$ cat config.mk
export PLATFORM = sky130hd
export DESIGN_NAME = button_event_detector
export DESIGN_NICKNAME = d
export VERILOG_FILES = /design/src/hdl/bed_pkg.sv /design/src/hdl/bed_btn.sv /design/src/hdl/bed_evbuf.sv /design/src/hdl/button_event_detector.sv
export SDC_FILE = /design/constraint.sdc
export NUM_CORES = 1
export LEC_CHECK = 0
export ABC_CLOCK_PERIOD_IN_PS = 10800
export BUFFER_PORTS_ARGS = -buffer_cell sky130_fd_sc_hd__buf_2
export CAP_MARGIN = 20
export CORE_AREA = 2 2 109 190
export CTS_CLUSTER_SIZE = 30
export DETAILED_ROUTE_END_ITERATION = 8
export DIE_AREA = 0 0 111 192
export HOLD_SLACK_MARGIN = 0.08
export PLACE_DENSITY = 0.8
export SYNTH_ARGS = -nofsm -noshare
export SYNTH_HDL_FRONTEND = slang
export SYNTH_SLANG_ARGS = --single-unit
export TNS_END_PERCENT = 10
$ cat constraint.sdc
create_clock -name clk -period 10.8 [get_ports clk]
set_input_delay 1.62 -clock clk [delete_from_list [all_inputs] [get_ports clk]]
set_output_delay 1.62 -clock clk [all_outputs]
set_load 0.01 [all_outputs]
$ cat src/hdl/bed_pkg.sv
// bed_pkg: shared types, widths and codes of the button event detector
// used by every module of the block; no dependencies
`default_nettype none

package bed_pkg;

	localparam int TIMER_WIDTH = 16;
	localparam int CFG_W       = 16;
	localparam int CMP_W       = (TIMER_WIDTH > CFG_W) ? TIMER_WIDTH : CFG_W;
	localparam int EV_SLOTS    = 4;

	localparam logic [1:0] STAGE_NORMAL = 2'd0;
	localparam logic [1:0] STAGE_PRESS  = 2'd1;
	localparam logic [1:0] STAGE_LONG   = 2'd2;

	localparam logic [2:0] EV_PRESSED   = 3'd0;
	localparam logic [2:0] EV_DOUBLE    = 3'd1;
	localparam logic [2:0] EV_TRIPLE    = 3'd2;
	localparam logic [2:0] EV_LONGPRESS = 3'd3;
	localparam logic [2:0] EV_REPEAT    = 3'd4;
	localparam logic [2:0] EV_SHORT_REL = 3'd5;
	localparam logic [2:0] EV_CLICK     = 3'd6;
	localparam logic [2:0] EV_LONG_REL  = 3'd7;

	localparam logic [1:0] REG_TICK_PERIOD = 2'd0;
	localparam logic [1:0] REG_LONG_PRESS  = 2'd1;
	localparam logic [1:0] REG_REPEAT      = 2'd2;
	localparam logic [1:0] REG_COMBO       = 2'd3;

	localparam logic [7:0]       RST_TICK_PERIOD = 8'd30;
	localparam logic [CFG_W-1:0] RST_LONG_PRESS  = 16'd1500;
	localparam logic [CFG_W-1:0] RST_REPEAT      = 16'd400;
	localparam logic [CFG_W-1:0] RST_COMBO       = 16'd300;

	localparam logic [11:0] ADC_BOTH_LO = 12'd500;
	localparam logic [11:0] ADC_BOTH_HI = 12'd700;
	localparam logic [11:0] ADC_B0_LO   = 12'd700;
	localparam logic [11:0] ADC_B0_HI   = 12'd900;
	localparam logic [11:0] ADC_B1_LO   = 12'd1600;
	localparam logic [11:0] ADC_B1_HI   = 12'd2000;

	typedef struct packed {
		logic [7:0]       tick_period_ms;
		logic [CFG_W-1:0] long_press_ms;
		logic [CFG_W-1:0] repeat_ms;
		logic [CFG_W-1:0] combo_ms;
	} cfg_t;

	// events of one button for one tick, at most two
	typedef struct packed {
		logic [1:0] n;
		logic [2:0] code0;
		logic [2:0] code1;
	} btn_ev_t;

	typedef struct packed {
		logic       button;
		logic [2:0] code;
	} ev_t;

endpackage

`default_nettype wire

$ cat src/hdl/bed_btn.sv
// bed_btn: debounce, click counter, timer and stage machine of one button
// depends on bed_pkg
`default_nettype none

module bed_btn (
	input  wire logic            clk,
	input  wire logic            arst_n,
	input  wire logic            step,
	input  wire logic            level,
	input  wire bed_pkg::cfg_t   cfg,
	output bed_pkg::btn_ev_t     ev
);

	localparam int TW = bed_pkg::TIMER_WIDTH;
	localparam int CW = bed_pkg::CMP_W;
	localparam logic [TW-1:0] TMAX = {TW{1'b1}};

	logic [1:0]    stage_q, stage_d;
	logic          raw_q, raw_d;
	logic          stable_q, stable_d;
	logic [2:0]    click_q, click_d;
	logic [TW-1:0] elapsed_q, elapsed_d;

	logic [TW:0]   sum;
	logic [TW-1:0] e_sat;
	logic [CW-1:0] e_ext;
	logic [CW-1:0] long_ext, rep_ext, combo_ext;
	logic [CW:0]   combo_p1;
	logic [TW-1:0] combo_p1_sat;
	logic [2:0]    click_inc;

	always_comb begin
		sum      = {1'b0, elapsed_q} + {{(TW - 7){1'b0}}, cfg.tick_period_ms};
		e_sat    = sum[TW] ? TMAX : sum[TW-1:0];
		e_ext    = CW'(e_sat);
		long_ext  = CW'(cfg.long_press_ms);
		rep_ext   = CW'(cfg.repeat_ms);
		combo_ext = CW'(cfg.combo_ms);
		combo_p1  = {1'b0, combo_ext} + (CW + 1)'(1);
		combo_p1_sat = (combo_p1 > (CW + 1)'(TMAX)) ? TMAX : TW'(combo_p1);
		click_inc = click_q + 3'd1;
	end

	always_comb begin
		stage_d   = stage_q;
		raw_d     = raw_q;
		stable_d  = stable_q;
		click_d   = click_q;
		elapsed_d = e_sat;
		ev.n      = 2'd0;
		ev.code0  = bed_pkg::EV_PRESSED;
		ev.code1  = bed_pkg::EV_PRESSED;
		if (level != raw_q) begin
			raw_d = level;
		end else if (stable_q == raw_q && stage_q != bed_pkg::STAGE_PRESS &&
				stage_q != bed_pkg::STAGE_LONG && click_q == 3'd0) begin
			stable_d = stable_q;
		end else begin
			stable_d = raw_q;
			unique case (stage_q)
				bed_pkg::STAGE_PRESS: begin
					if (level) begin
						if (e_ext > long_ext) begin
							ev.n      = 2'd1;
							ev.code0  = bed_pkg::EV_LONGPRESS;
							elapsed_d = '0;
							stage_d   = bed_pkg::STAGE_LONG;
						end
					end else begin
						ev.n     = 2'd2;
						ev.code0 = bed_pkg::EV_SHORT_REL;
						ev.code1 = bed_pkg::EV_CLICK;
						if (click_q == 3'd0) click_d = 3'd1;
						stage_d = bed_pkg::STAGE_NORMAL;
					end
				end
				bed_pkg::STAGE_LONG: begin
					if (level) begin
						if (e_ext > rep_ext) begin
							ev.n      = 2'd1;
							ev.code0  = bed_pkg::EV_REPEAT;
							elapsed_d = '0;
						end
					end else begin
						ev.n      = 2'd1;
						ev.code0  = bed_pkg::EV_LONG_REL;
						click_d   = 3'd0;
						elapsed_d = combo_p1_sat;
						stage_d   = bed_pkg::STAGE_NORMAL;
					end
				end
				default: begin
					if (level) begin
						ev.n     = 2'd1;
						ev.code0 = bed_pkg::EV_PRESSED;
						if (e_ext < combo_ext && click_q != 3'd0 && click_q != 3'd7) begin
							click_d = click_inc;
							if (click_inc == 3'd2) begin
								ev.n     = 2'd2;
								ev.code1 = bed_pkg::EV_DOUBLE;
							end else if (click_inc == 3'd3) begin
								ev.n     = 2'd2;
								ev.code1 = bed_pkg::EV_TRIPLE;
							end
						end
						elapsed_d = '0;
						stage_d   = bed_pkg::STAGE_PRESS;
					end else begin
						if (e_ext > combo_ext && click_q != 3'd0) begin
							click_d   = 3'd0;
							elapsed_d = '0;
						end
					end
				end
			endcase
		end
	end

	always_ff @(posedge clk or negedge arst_n) begin
		if (!arst_n) begin
			stage_q   <= bed_pkg::STAGE_NORMAL;
			raw_q     <= 1'b0;
			stable_q  <= 1'b0;
			click_q   <= 3'd0;
			elapsed_q <= '0;
		end else if (step) begin
			stage_q   <= stage_d;
			raw_q     <= raw_d;
			stable_q  <= stable_d;
			click_q   <= click_d;
			elapsed_q <= elapsed_d;
		end
	end

endmodule

`default_nettype wire

$ cat src/hdl/bed_evbuf.sv
// bed_evbuf: result buffer holding the events of one tick, sent one per cycle while not stalled
// depends on bed_pkg
`default_nettype none

module bed_evbuf (
	input  wire logic             clk,
	input  wire logic             arst_n,
	input  wire logic             load,
	input  wire bed_pkg::btn_ev_t ev0,
	input  wire bed_pkg::btn_ev_t ev1,
	output logic                  can_load,
	output logic                  evt_valid,
	input  wire logic             evt_stall,
	output logic                  button,
	output logic [2:0]            event_code,
	output logic                  last_event
);

	localparam int N = bed_pkg::EV_SLOTS;

	bed_pkg::ev_t ev_q [N];
	bed_pkg::ev_t slot [N];
	logic [2:0]   cnt_q;
	logic [2:0]   total;
	logic [2:0]   j;
	logic         xfer;

	always_comb begin
		for (int i = 0; i < N; i++) begin
			j = 3'(i) - {1'b0, ev0.n};
			if (3'(i) < {1'b0, ev0.n}) begin
				slot[i].button = 1'b0;
				slot[i].code   = (i == 0) ? ev0.code0 : ev0.code1;
			end else begin
				slot[i].button = 1'b1;
				slot[i].code   = (j == 3'd0) ? ev1.code0 : ev1.code1;
			end
		end
		total = {1'b0, ev0.n} + {1'b0, ev1.n};
	end

	assign evt_valid  = cnt_q != 3'd0;
	assign xfer       = evt_valid && !evt_stall;
	assign can_load   = (cnt_q == 3'd0) || (cnt_q == 3'd1 && xfer);
	assign button     = ev_q[0].button;
	assign event_code = ev_q[0].code;
	assign last_event = cnt_q == 3'd1;

	always_ff @(posedge clk or negedge arst_n) begin
		if (!arst_n) begin
			cnt_q <= 3'd0;
		end else if (load) begin
			cnt_q <= total;
		end else if (xfer) begin
			cnt_q <= cnt_q - 3'd1;
		end
	end

	always_ff @(posedge clk) begin
		if (load) begin
			ev_q <= slot;
		end else if (xfer) begin
			for (int i = 0; i < N - 1; i++) ev_q[i] <= ev_q[i + 1];
		end
	end

endmodule

`default_nettype wire

$ cat src/hdl/button_event_detector.sv
// button_event_detector: two-button ladder decoder with click and long-press events
// depends on bed_pkg, bed_btn and bed_evbuf
//
// Usage: each adc_valid/adc_stall transfer is one scan tick carrying a 12-bit
// converter reading. The reading is held in an input register, decoded into a
// level per button and passed combinationally through each button's stage
// machine; the zero to four events of the tick go into a result buffer and
// leave on the evt_valid/evt_stall channel one per cycle while not stalled,
// first button first, with last_event marking the final event of the tick.
// A tick passes the input register, then the result buffer offers its first event.
// Throughput: one tick per cycle when ticks cause at most one event and the
// receiver does not stall; a tick with more events holds the next one until its
// final event leaves the one-event-per-cycle output buffer. A tick with no events
// still passes the input register. The next tick is taken while the buffer drains.
// When the receiver stalls, the buffer holds its head event and once the input
// register is full adc_stall rises. Reset clears all button state, empties the
// buffer and loads the default thresholds (30, 1500, 400, 300 ms). The user must
// write thresholds through the APB port only while the block is idle; not enforced.
`default_nettype none

module button_event_detector (
	input  wire logic        clk,
	input  wire logic        arst_n,
	input  wire logic        adc_valid,
	output logic             adc_stall,
	input  wire logic [11:0] adc_sample,
	output logic             evt_valid,
	input  wire logic        evt_stall,
	output logic             button,
	output logic [2:0]       event_code,
	output logic             last_event,
	input  wire logic        psel,
	input  wire logic        penable,
	input  wire logic        pwrite,
	input  wire logic [3:0]  paddr,
	input  wire logic [31:0] pwdata,
	output logic [31:0]      prdata,
	output logic             pready
);

	bed_pkg::cfg_t    cfg_q;
	bed_pkg::btn_ev_t ev0, ev1;
	logic [11:0]      adc_s1;
	logic             valid_s1;
	logic             can_load, consume;
	logic             lvl0, lvl1;
	logic             both;
	logic [1:0]       reg_idx;

	// configuration port
	assign pready  = 1'b1;
	assign reg_idx = paddr[3:2];

	always_ff @(posedge clk or negedge arst_n) begin
		if (!arst_n) begin
			cfg_q.tick_period_ms <= bed_pkg::RST_TICK_PERIOD;
			cfg_q.long_press_ms  <= bed_pkg::RST_LONG_PRESS;
			cfg_q.repeat_ms      <= bed_pkg::RST_REPEAT;
			cfg_q.combo_ms       <= bed_pkg::RST_COMBO;
		end else if (psel && penable && pwrite) begin
			unique case (reg_idx)
				bed_pkg::REG_TICK_PERIOD: cfg_q.tick_period_ms <= pwdata[7:0];
				bed_pkg::REG_LONG_PRESS:  cfg_q.long_press_ms  <= pwdata[15:0];
				bed_pkg::REG_REPEAT:      cfg_q.repeat_ms      <= pwdata[15:0];
				bed_pkg::REG_COMBO:       cfg_q.combo_ms       <= pwdata[15:0];
				default: ;
			endcase
		end
	end

	always_comb begin
		unique case (reg_idx)
			bed_pkg::REG_TICK_PERIOD: prdata = {24'd0, cfg_q.tick_period_ms};
			bed_pkg::REG_LONG_PRESS:  prdata = {16'd0, cfg_q.long_press_ms};
			bed_pkg::REG_REPEAT:      prdata = {16'd0, cfg_q.repeat_ms};
			bed_pkg::REG_COMBO:       prdata = {16'd0, cfg_q.combo_ms};
			default:                  prdata = 32'd0;
		endcase
	end

	// input register
	assign consume   = valid_s1 && can_load;
	assign adc_stall = valid_s1 && !can_load;

	always_ff @(posedge clk or negedge arst_n) begin
		if (!arst_n) begin
			valid_s1 <= 1'b0;
		end else if (adc_valid && !adc_stall) begin
			valid_s1 <= 1'b1;
		end else if (consume) begin
			valid_s1 <= 1'b0;
		end
	end

	always_ff @(posedge clk) begin
		if (adc_valid && !adc_stall) adc_s1 <= adc_sample;
	end

	// ladder decode, bounds exclusive
	always_comb begin
		both = adc_s1 > bed_pkg::ADC_BOTH_LO && adc_s1 < bed_pkg::ADC_BOTH_HI;
		lvl0 = (adc_s1 > bed_pkg::ADC_B0_LO && adc_s1 < bed_pkg::ADC_B0_HI) || both;
		lvl1 = (adc_s1 > bed_pkg::ADC_B1_LO && adc_s1 < bed_pkg::ADC_B1_HI) || both;
	end

	bed_btn u_btn0 (
		.clk    (clk),
		.arst_n (arst_n),
		.step   (consume),
		.level  (lvl0),
		.cfg    (cfg_q),
		.ev     (ev0)
	);

	bed_btn u_btn1 (
		.clk    (clk),
		.arst_n (arst_n),
		.step   (consume),
		.level  (lvl1),
		.cfg    (cfg_q),
		.ev     (ev1)
	);

	bed_evbuf u_evbuf (
		.clk        (clk),
		.arst_n     (arst_n),
		.load       (consume),
		.ev0        (ev0),
		.ev1        (ev1),
		.can_load   (can_load),
		.evt_valid  (evt_valid),
		.evt_stall  (evt_stall),
		.button     (button),
		.event_code (event_code),
		.last_event (last_event)
	);

endmodule

`default_nettype wire
==> results.txt, run 1 <==
Arrival time worst endpoint - 6.57 ns
CP required - 11.11 ns
Starting DRT DRC Count - 602
Final Instance Area - 0.0117 mm2
CTS Hold Bufs - 0
GP Congestion - 0.983
Mapped cell area - 0.0107 mm2
N_diodes - 0
Synthesis-to-finish area growth - 9.37%
Synth Instances - 1176
Pre-CTS WS - 4.69 ns
Unrepaired setup endpoints after global routing - no
Fmax - 160 MHz
Placed Cells - 1445
Starting Density - 54.4%
First-pass DRT Iterations - 6
Tightest Pin Transition - 1.14 ns
Max cap viols - 0
DR WL/cell - 20.0 um
Leakage power total - 5.44 nW
Final HPWL DP - 23.0 mm
PD cells - 290 mW/mm2
Clock Pin Slew Worst Setup and Hold Paths - 0.06 ns
Syn avg cell area - 9.09 um2
Row count - 68
Initial antenna violation count - 0
Max-Slew Margin vs Limit - 23.5%
Via Count - 9155
Final wirelength - 29.5 mm
Status - complete, no violations
Post-route DRC - 0
WS Path Type - flip-flop to flip-flop
Min Tclk post-route - 6.26 ns
Yosys Warn Count - 0
Hold Crit Class - flip-flop to flip-flop
Worst Clk Skew - 0.00639 ns
Crit share post-route - 57.9%
Final slew viol count - 0
CP max stage delay - 1.00 ns
Most used DFF post-synth - dfrtp_1
Fin Hold WS - 0.499 ns
Max VDD drop - 0.280 mV
Area post-placement - 0.0111 mm2
Post-synth EDFFs - 27
Worst Setup Start Kind - flip-flop
Total power - 3.40 mW
Final Core Density - 59.5%
Post-CTS Resized - 0
Post-synthesis sequential area ratio - 32.6%
Die H - 192 um
Die width - 111 um
Synthesized flop and latch total - 133
Bufs and invs on worst path - 0
CTS sink count - 133
CP max FO - 8
Combined area of the multi-input logic cells - 0.00658 mm2
Global-route wire length before repair - 47.0 mm
Final setup margin - 4.54 ns
Largest net degree at the start of global routing - 58
Setup bufs post-CTS - 0
# IOs - 95
Worst skew pair latency - 0.43 ns
Library cells used by synthesis - 84
CTS Root Cell - clkbuf_16
Post-DRT Antenna Nets - 0
TritonCTS clock tree - yes
Die area - 0.0213 mm2
CTS max path bufs - 2
CP endpoint kind - flip-flop
Share of cells above drive strength 1 - 15.1%
GR Util All Layers - 28.4%
Core area - 0.0197 mm2
FF+latch area - 0.00349 mm2
Top delay family on crit path - simple AND/OR/NAND/NOR gates
Most used cell, CP - ha_1
Total CTS buffers - 17
CTS H-Tree Depth - 4
Fillers - 1673
Final Hold Fails - 0
Number of vias per cell - 6.20
Gr ovfl total - 0
Setup TNS - 0 ns
Crit-path slowest cell - nor4_1
Number of global-route vias before repair - 9241
Post-Layout Cell Count - 1477
Share of flip-flops with an asynchronous set or reset - 79.7%
Port Buffers - 59
CP cell instances - ha_1 -> fa_1 -> a21o_1 -> a21oi_1 -> nor2b_1 -> o21ai_1 -> nor4_1 -> nor2_1 -> ha_1 -> nor2b_1 -> o211ai_1 -> a2111o_1 -> a31oi_1 -> nand3b_1 -> a31oi_1 -> or2_1 -> ha_1 -> fa_1 -> nand2_1 -> o21ai_0
Nets - 1409
Final setup vio count - 0
[flip-flops by register name, indices dropped and copies added, names as in the netlist]
register / flops
u_evbuf.event_code: 3
u_evbuf.button: 1
u_evbuf.cnt_q: 3
u_btn0.stage_q: 2
u_btn0.stable_q: 1
u_btn0.elapsed_q: 16
u_btn1.elapsed_q: 16
u_btn0.click_q: 3
u_evbuf.ev_q: 11
valid_s1: 1
u_btn1.raw_q: 1
u_btn1.click_q: 3
u_btn0.raw_q: 1
cfg_q: 56
u_btn1.stable_q: 1
u_btn1.stage_q: 2
adc_s1: 12
[synth_stat cells (all sizes together), types with 23 or more instances]
cell | n | area, um2
a21oi | 59 | 299
buf | 30 | 196
clkbuf | 25 | 93.8
dfrtp | 88 | 2200
edfxtp | 27 | 811
ha | 132 | 1650
inv | 105 | 394
mux2 | 48 | 544
nand2 | 124 | 465
nand3 | 31 | 155
nor2 | 69 | 262
nor3 | 23 | 131
o21ai | 84 | 420
xnor2 | 26 | 228
[area by class of cell]
class / instances / share of cell area [%]
tap: 245 / 2.62
inverter: 105 / 3.37
multi-input combinational: 898 / 56.3
clock inverter: 10 / 0.813
clock buffer: 22 / 4.25
sequential: 133 / 29.8
timing repair buffer: 64 / 2.87
[cells by family (layout without fill, tap and decap cells)]
group | Yosys count | after routing | share of synthesized area, %
buffers and inverters | 160 | 201 | 6.40
XOR/XNOR | 28 | 28 | 2.29
flip-flops | 133 | 133 | 32.6
other | 2 | 17 | 0.0702
multiplexers | 69 | 69 | 7.99
AND/OR/NAND/NOR | 364 | 364 | 17.0
AO/OA/AOI/OAI | 285 | 285 | 17.6
adder cells (fa/ha/maj) | 135 | 135 | 16.0
[layer usage]
metal  GRT usage [%]  part of all wire [%]  vias up
li1                -                     -     4339
met1            27.3                    34     4341
met2            53.1                    53      332
met3            4.23                   4.1      143
met4            23.7                   9.0        0
met5               0                     0        -
[final timing paths]
kind	to	startpoint	slack, ns	cells after the start
min reg2reg	u_btn0.elapsed_q[7]$_DFFE_PN0P_	u_btn0.elapsed_q[7]$_DFFE_PN0P_	0.50	2
max	u_evbuf.cnt_q[1]$_DFFE_PN0P_	cfg_q[48]$_DFFE_PN0P_	4.54	20
min	u_btn0.elapsed_q[7]$_DFFE_PN0P_	u_btn0.elapsed_q[7]$_DFFE_PN0P_	0.50	2
max in group asynchronous	u_btn0.raw_q$_DFFE_PN0P_	arst_n	8.36	2
min in group asynchronous	cfg_q[12]$_DFFE_PN0P_	arst_n	1.23	1
max reg2reg	u_evbuf.cnt_q[1]$_DFFE_PN0P_	cfg_q[48]$_DFFE_PN0P_	4.54	20
[where the power goes]
part,switching (mW),total (mW),internal [mW]
registers,0.160,0.877,0.717
clock network,0.224,0.574,0.350
logic,1.21,1.95,0.738
[tightest hold or removal path, delay by kind of cell, from the launching register on]
family	cells	cell delay, ns
simple gates	1	0.05
flops	1	0.35
compound gates	1	0.06
[cells in the final DEF, fill, tap and decap left out, drive strengths merged, types with 5 or more instances in the layout]
| cell type | Yosys | routed |
|---|---|---|
| nor2b | 19 | 19 |
| conb | 2 | 17 |
| o211ai | 14 | 14 |
| o221ai | 15 | 15 |
| mux2 | 48 | 48 |
| inv | 105 | 105 |
| nor4 | 12 | 12 |
| a21oi | 59 | 59 |
| and3 | 11 | 11 |
| nand2 | 124 | 124 |
| buf | 30 | 64 |
| nor3 | 23 | 23 |
| a211oi | 10 | 10 |
| dfstp | 18 | 18 |
| a22o | 8 | 8 |
| edfxtp | 27 | 27 |
| clkinv | 0 | 7 |
| o21ai | 84 | 84 |
| nand2b | 16 | 16 |
| ha | 132 | 132 |
| o31ai | 5 | 5 |
| clkbuf | 25 | 22 |
| nand3 | 31 | 31 |
| nand4 | 21 | 21 |
| and2 | 17 | 17 |
| o22ai | 5 | 5 |
| nor2 | 69 | 69 |
| a22oi | 19 | 19 |
| a21o | 11 | 11 |
| o21a | 8 | 8 |
| xnor2 | 26 | 26 |
| a31oi | 13 | 13 |
| dfrtp | 88 | 88 |
| mux2i | 13 | 13 |
| mux4 | 8 | 8 |
Power figures use the tool's default switching activity.
==> run 2, diff against run 1 <==
ABC_CLOCK_PERIOD_IN_PS = 5130   (was 10800)
PLACE_DENSITY = 0.83   (was 0.8)
clock period = 5.13 ns   (was 10.8 ns; I/O delays follow)
==> results.txt, run 2 (synthesis results as in run 1) <==
Status - complete, no violations
Nets - 1497
Final Hold Fails - 0
Crit share post-route - 98.9%
N_diodes - 0
Global-route wire length before repair - 50.2 mm
PD cells - 631 mW/mm2
Arrival time worst endpoint - 5.39 ns
CTS Hold Bufs - 0
CP max FO - 4
Unrepaired setup endpoints after global routing - yes
Tightest Pin Transition - 0.981 ns
TritonCTS clock tree - yes
Total CTS buffers - 17
GP Congestion - 0.976
GR Util All Layers - 30.6%
Number of global-route vias before repair - 9716
Total power - 7.90 mW
Post-route DRC - 0
Power share of the clock group - 16.3%
Row count - 68
Reg2reg setup slack - 0.05 ns
FF-to-FF End - u_evbuf.cnt_q[1]$_DFFE_PN0P_
Logic pwr share - 60.2%
First-pass DRT Iterations - 6
Regs by FF count - cfg_q x56, u_btn0.elapsed_q x16, u_btn1.elapsed_q x16
Largest net degree at the start of global routing - 75
Number of vias per cell - 6.13
Final wirelength - 32.2 mm
Final setup vio count - 0
CTS sink count - 133
CP endpoint kind - flip-flop
Die H - 192 um
Synthesis-to-finish area growth - 17.2%
Final HPWL DP - 24.2 mm
Min Tclk post-route - 5.08 ns
Switching part of the total - 45.6%
DR WL/cell - 20.6 um
Via Count - 9601
CTS max path bufs - 2
Flip-flop count of the largest register after layout - 56
Fmax - 197 MHz
Initial antenna violation count - 0
CTS H-Tree Depth - 4
Leakage power total - 5.88 nW
Hold Crit Class - input port to asynchronous set/reset pin
Starting DRT DRC Count - 623
Gr ovfl total - 0
Commonest non-fill, non-tap cells in the layout - ha_1, nand2_1, inv_1, buf_4, dfrtp_1
Worst Clk Skew - 0.00921 ns
Max-Slew Margin vs Limit - 34.4%
Top reg by flops - cfg_q
Commonest non-fill, non-tap cell in the layout - ha_1
Share of cells above drive strength 1 - 23.4%
Startpoint of the worst register-to-register path - cfg_q[48]$_DFFE_PN0P_
CP required - 5.45 ns
Final setup margin - 0.0549 ns
CP max stage delay - 0.43 ns
Net switching power - 3.60 mW
Crit-path slowest cell - fa_1
Worst skew pair latency - 0.44 ns
Final slew viol count - 0
Starting Density - 54.4%
Final Core Density - 63.7%
Post-DRT Antenna Nets - 0
Die area - 0.0213 mm2
Core area - 0.0197 mm2
Die width - 111 um
Port Buffers - 59
WS Path Type - flip-flop to flip-flop
Max VDD drop - 0.551 mV
Seq pwr share - 23.5%
Clock Pin Slew Worst Setup and Hold Paths - 0.06 ns
Max cap viols - 0
# IOs - 95
Worst reg2reg path depth - 23
CTS Root Cell - clkbuf_16
Internal power - 4.30 mW
Pre-CTS WS - -0.239 ns
CP cell instances - ha_4 -> fa_2 -> and2_4 -> o21ai_4 -> a21oi_2 -> o41a_1 -> buf_4 -> nand3_1 -> mux2i_2 -> inv_1 -> ha_1 -> and3_1 -> a221o_1 -> a221o_1 -> a211oi_2 -> nand2_1 -> o21a_1 -> o21ai_2 -> a21oi_2 -> ha_2 -> fa_1 -> nand2_1 -> o21ai_0
Worst Setup Start Kind - flip-flop
## run 2: changes by cell type in the layout (fill, tap and decap cells not counted), moves of 3 or more
cell,before,now
nor2_2,1,7
o21ai_2,0,3
clkinv_4,4,1
ha_2,0,3
a21oi_2,1,5
nor2_1,68,62
inv_1,104,101
o21ai_0,62,56
ha_1,132,128
buf_4,6,94
inv_2,1,4
a21oi_1,58,54
## run 2: cell type report
class	count	area (um2)
Fill cell	1581	7130
Multi-Input combinational cell	898	6730
Sequential cell	133	3490
Timing Repair Buffer	152	996
Clock buffer	24	493
Inverter	105	394
Tap cell	245	307
Clock inverter	8	120
## run 2: critical path, delay by kind of cell, from the launching register on
kind / cells / cell delay [ns]
adders and majority gates: 5 / 1.44
muxes: 1 / 0.25
DFF: 1 / 0.42
buffers and inverters: 2 / 0.28
and+or+nand+nor: 5 / 0.60
AOI/OAI and AO/OA: 10 / 1.96
## run 2: worst max-delay path by stage
stage	startpoint	slack [ns]	depth (start not counted)	to
floorplan	cfg_q[48]$_DFFE_PN0P_	0.16	23	u_evbuf.cnt_q[1]$_DFFE_PN0P_
finish	cfg_q[48]$_DFFE_PN0P_	0.05	23	u_evbuf.cnt_q[1]$_DFFE_PN0P_
detailed placement	cfg_q[48]$_DFFE_PN0P_	-0.24	23	u_evbuf.cnt_q[1]$_DFFE_PN0P_
global route	cfg_q[48]$_DFFE_PN0P_	-0.16	23	u_evbuf.cnt_q[1]$_DFFE_PN0P_
global placement	cfg_q[48]$_DFFE_PN0P_	-0.11	23	u_evbuf.cnt_q[1]$_DFFE_PN0P_
CTS	cfg_q[48]$_DFFE_PN0P_	0.01	25	u_evbuf.cnt_q[1]$_DFFE_PN0P_
## run 2: repair_timing
action,4_1_cts,5_1_grt
buffers inserted,9,8
pin swaps,11,11
gates resized for setup,15,32
endpoints found under the setup margin,3,35
## run 2: stage by stage
step           setup TNS, ns  area, um2  hold WS [ns]  instances
2_1_floorplan              0      10700         0.460       1191
3_3_place_gp          -0.140      11600         0.474       1516
3_5_place_dp          -0.425      11600         0.482       1516
4_1_cts                    0      12400         0.486       1557
5_1_grt               -0.427      12500         0.487       1565
6_report                   0      12500         0.482       1565
## run 2: routing by layer
layer | global-route usage, % | routed length [um] | up-vias
met3 | 4.67 | 1250 | 130
met1 | 29.1 | 11000 | 4618
met4 | 25.5 | 2850 | 0
met5 | 0 | 0 | -
li1 | - | - | 4497
met2 | 57.4 | 17100 | 356
## run 2: power by group through the flow
| stage | combinational, mW | clock [mW] | sequential [mW] |
|---|---|---|---|
| after floorplan | 3.03 | 0 | 1.71 |
| after global placement | 4.25 | 0 | 1.83 |
| after detailed placement | 4.41 | 0 | 1.85 |
| after CTS | 4.54 | 1.29 | 1.84 |
| after global routing | 5.24 | 1.34 | 1.89 |
| final | 4.76 | 1.28 | 1.86 |
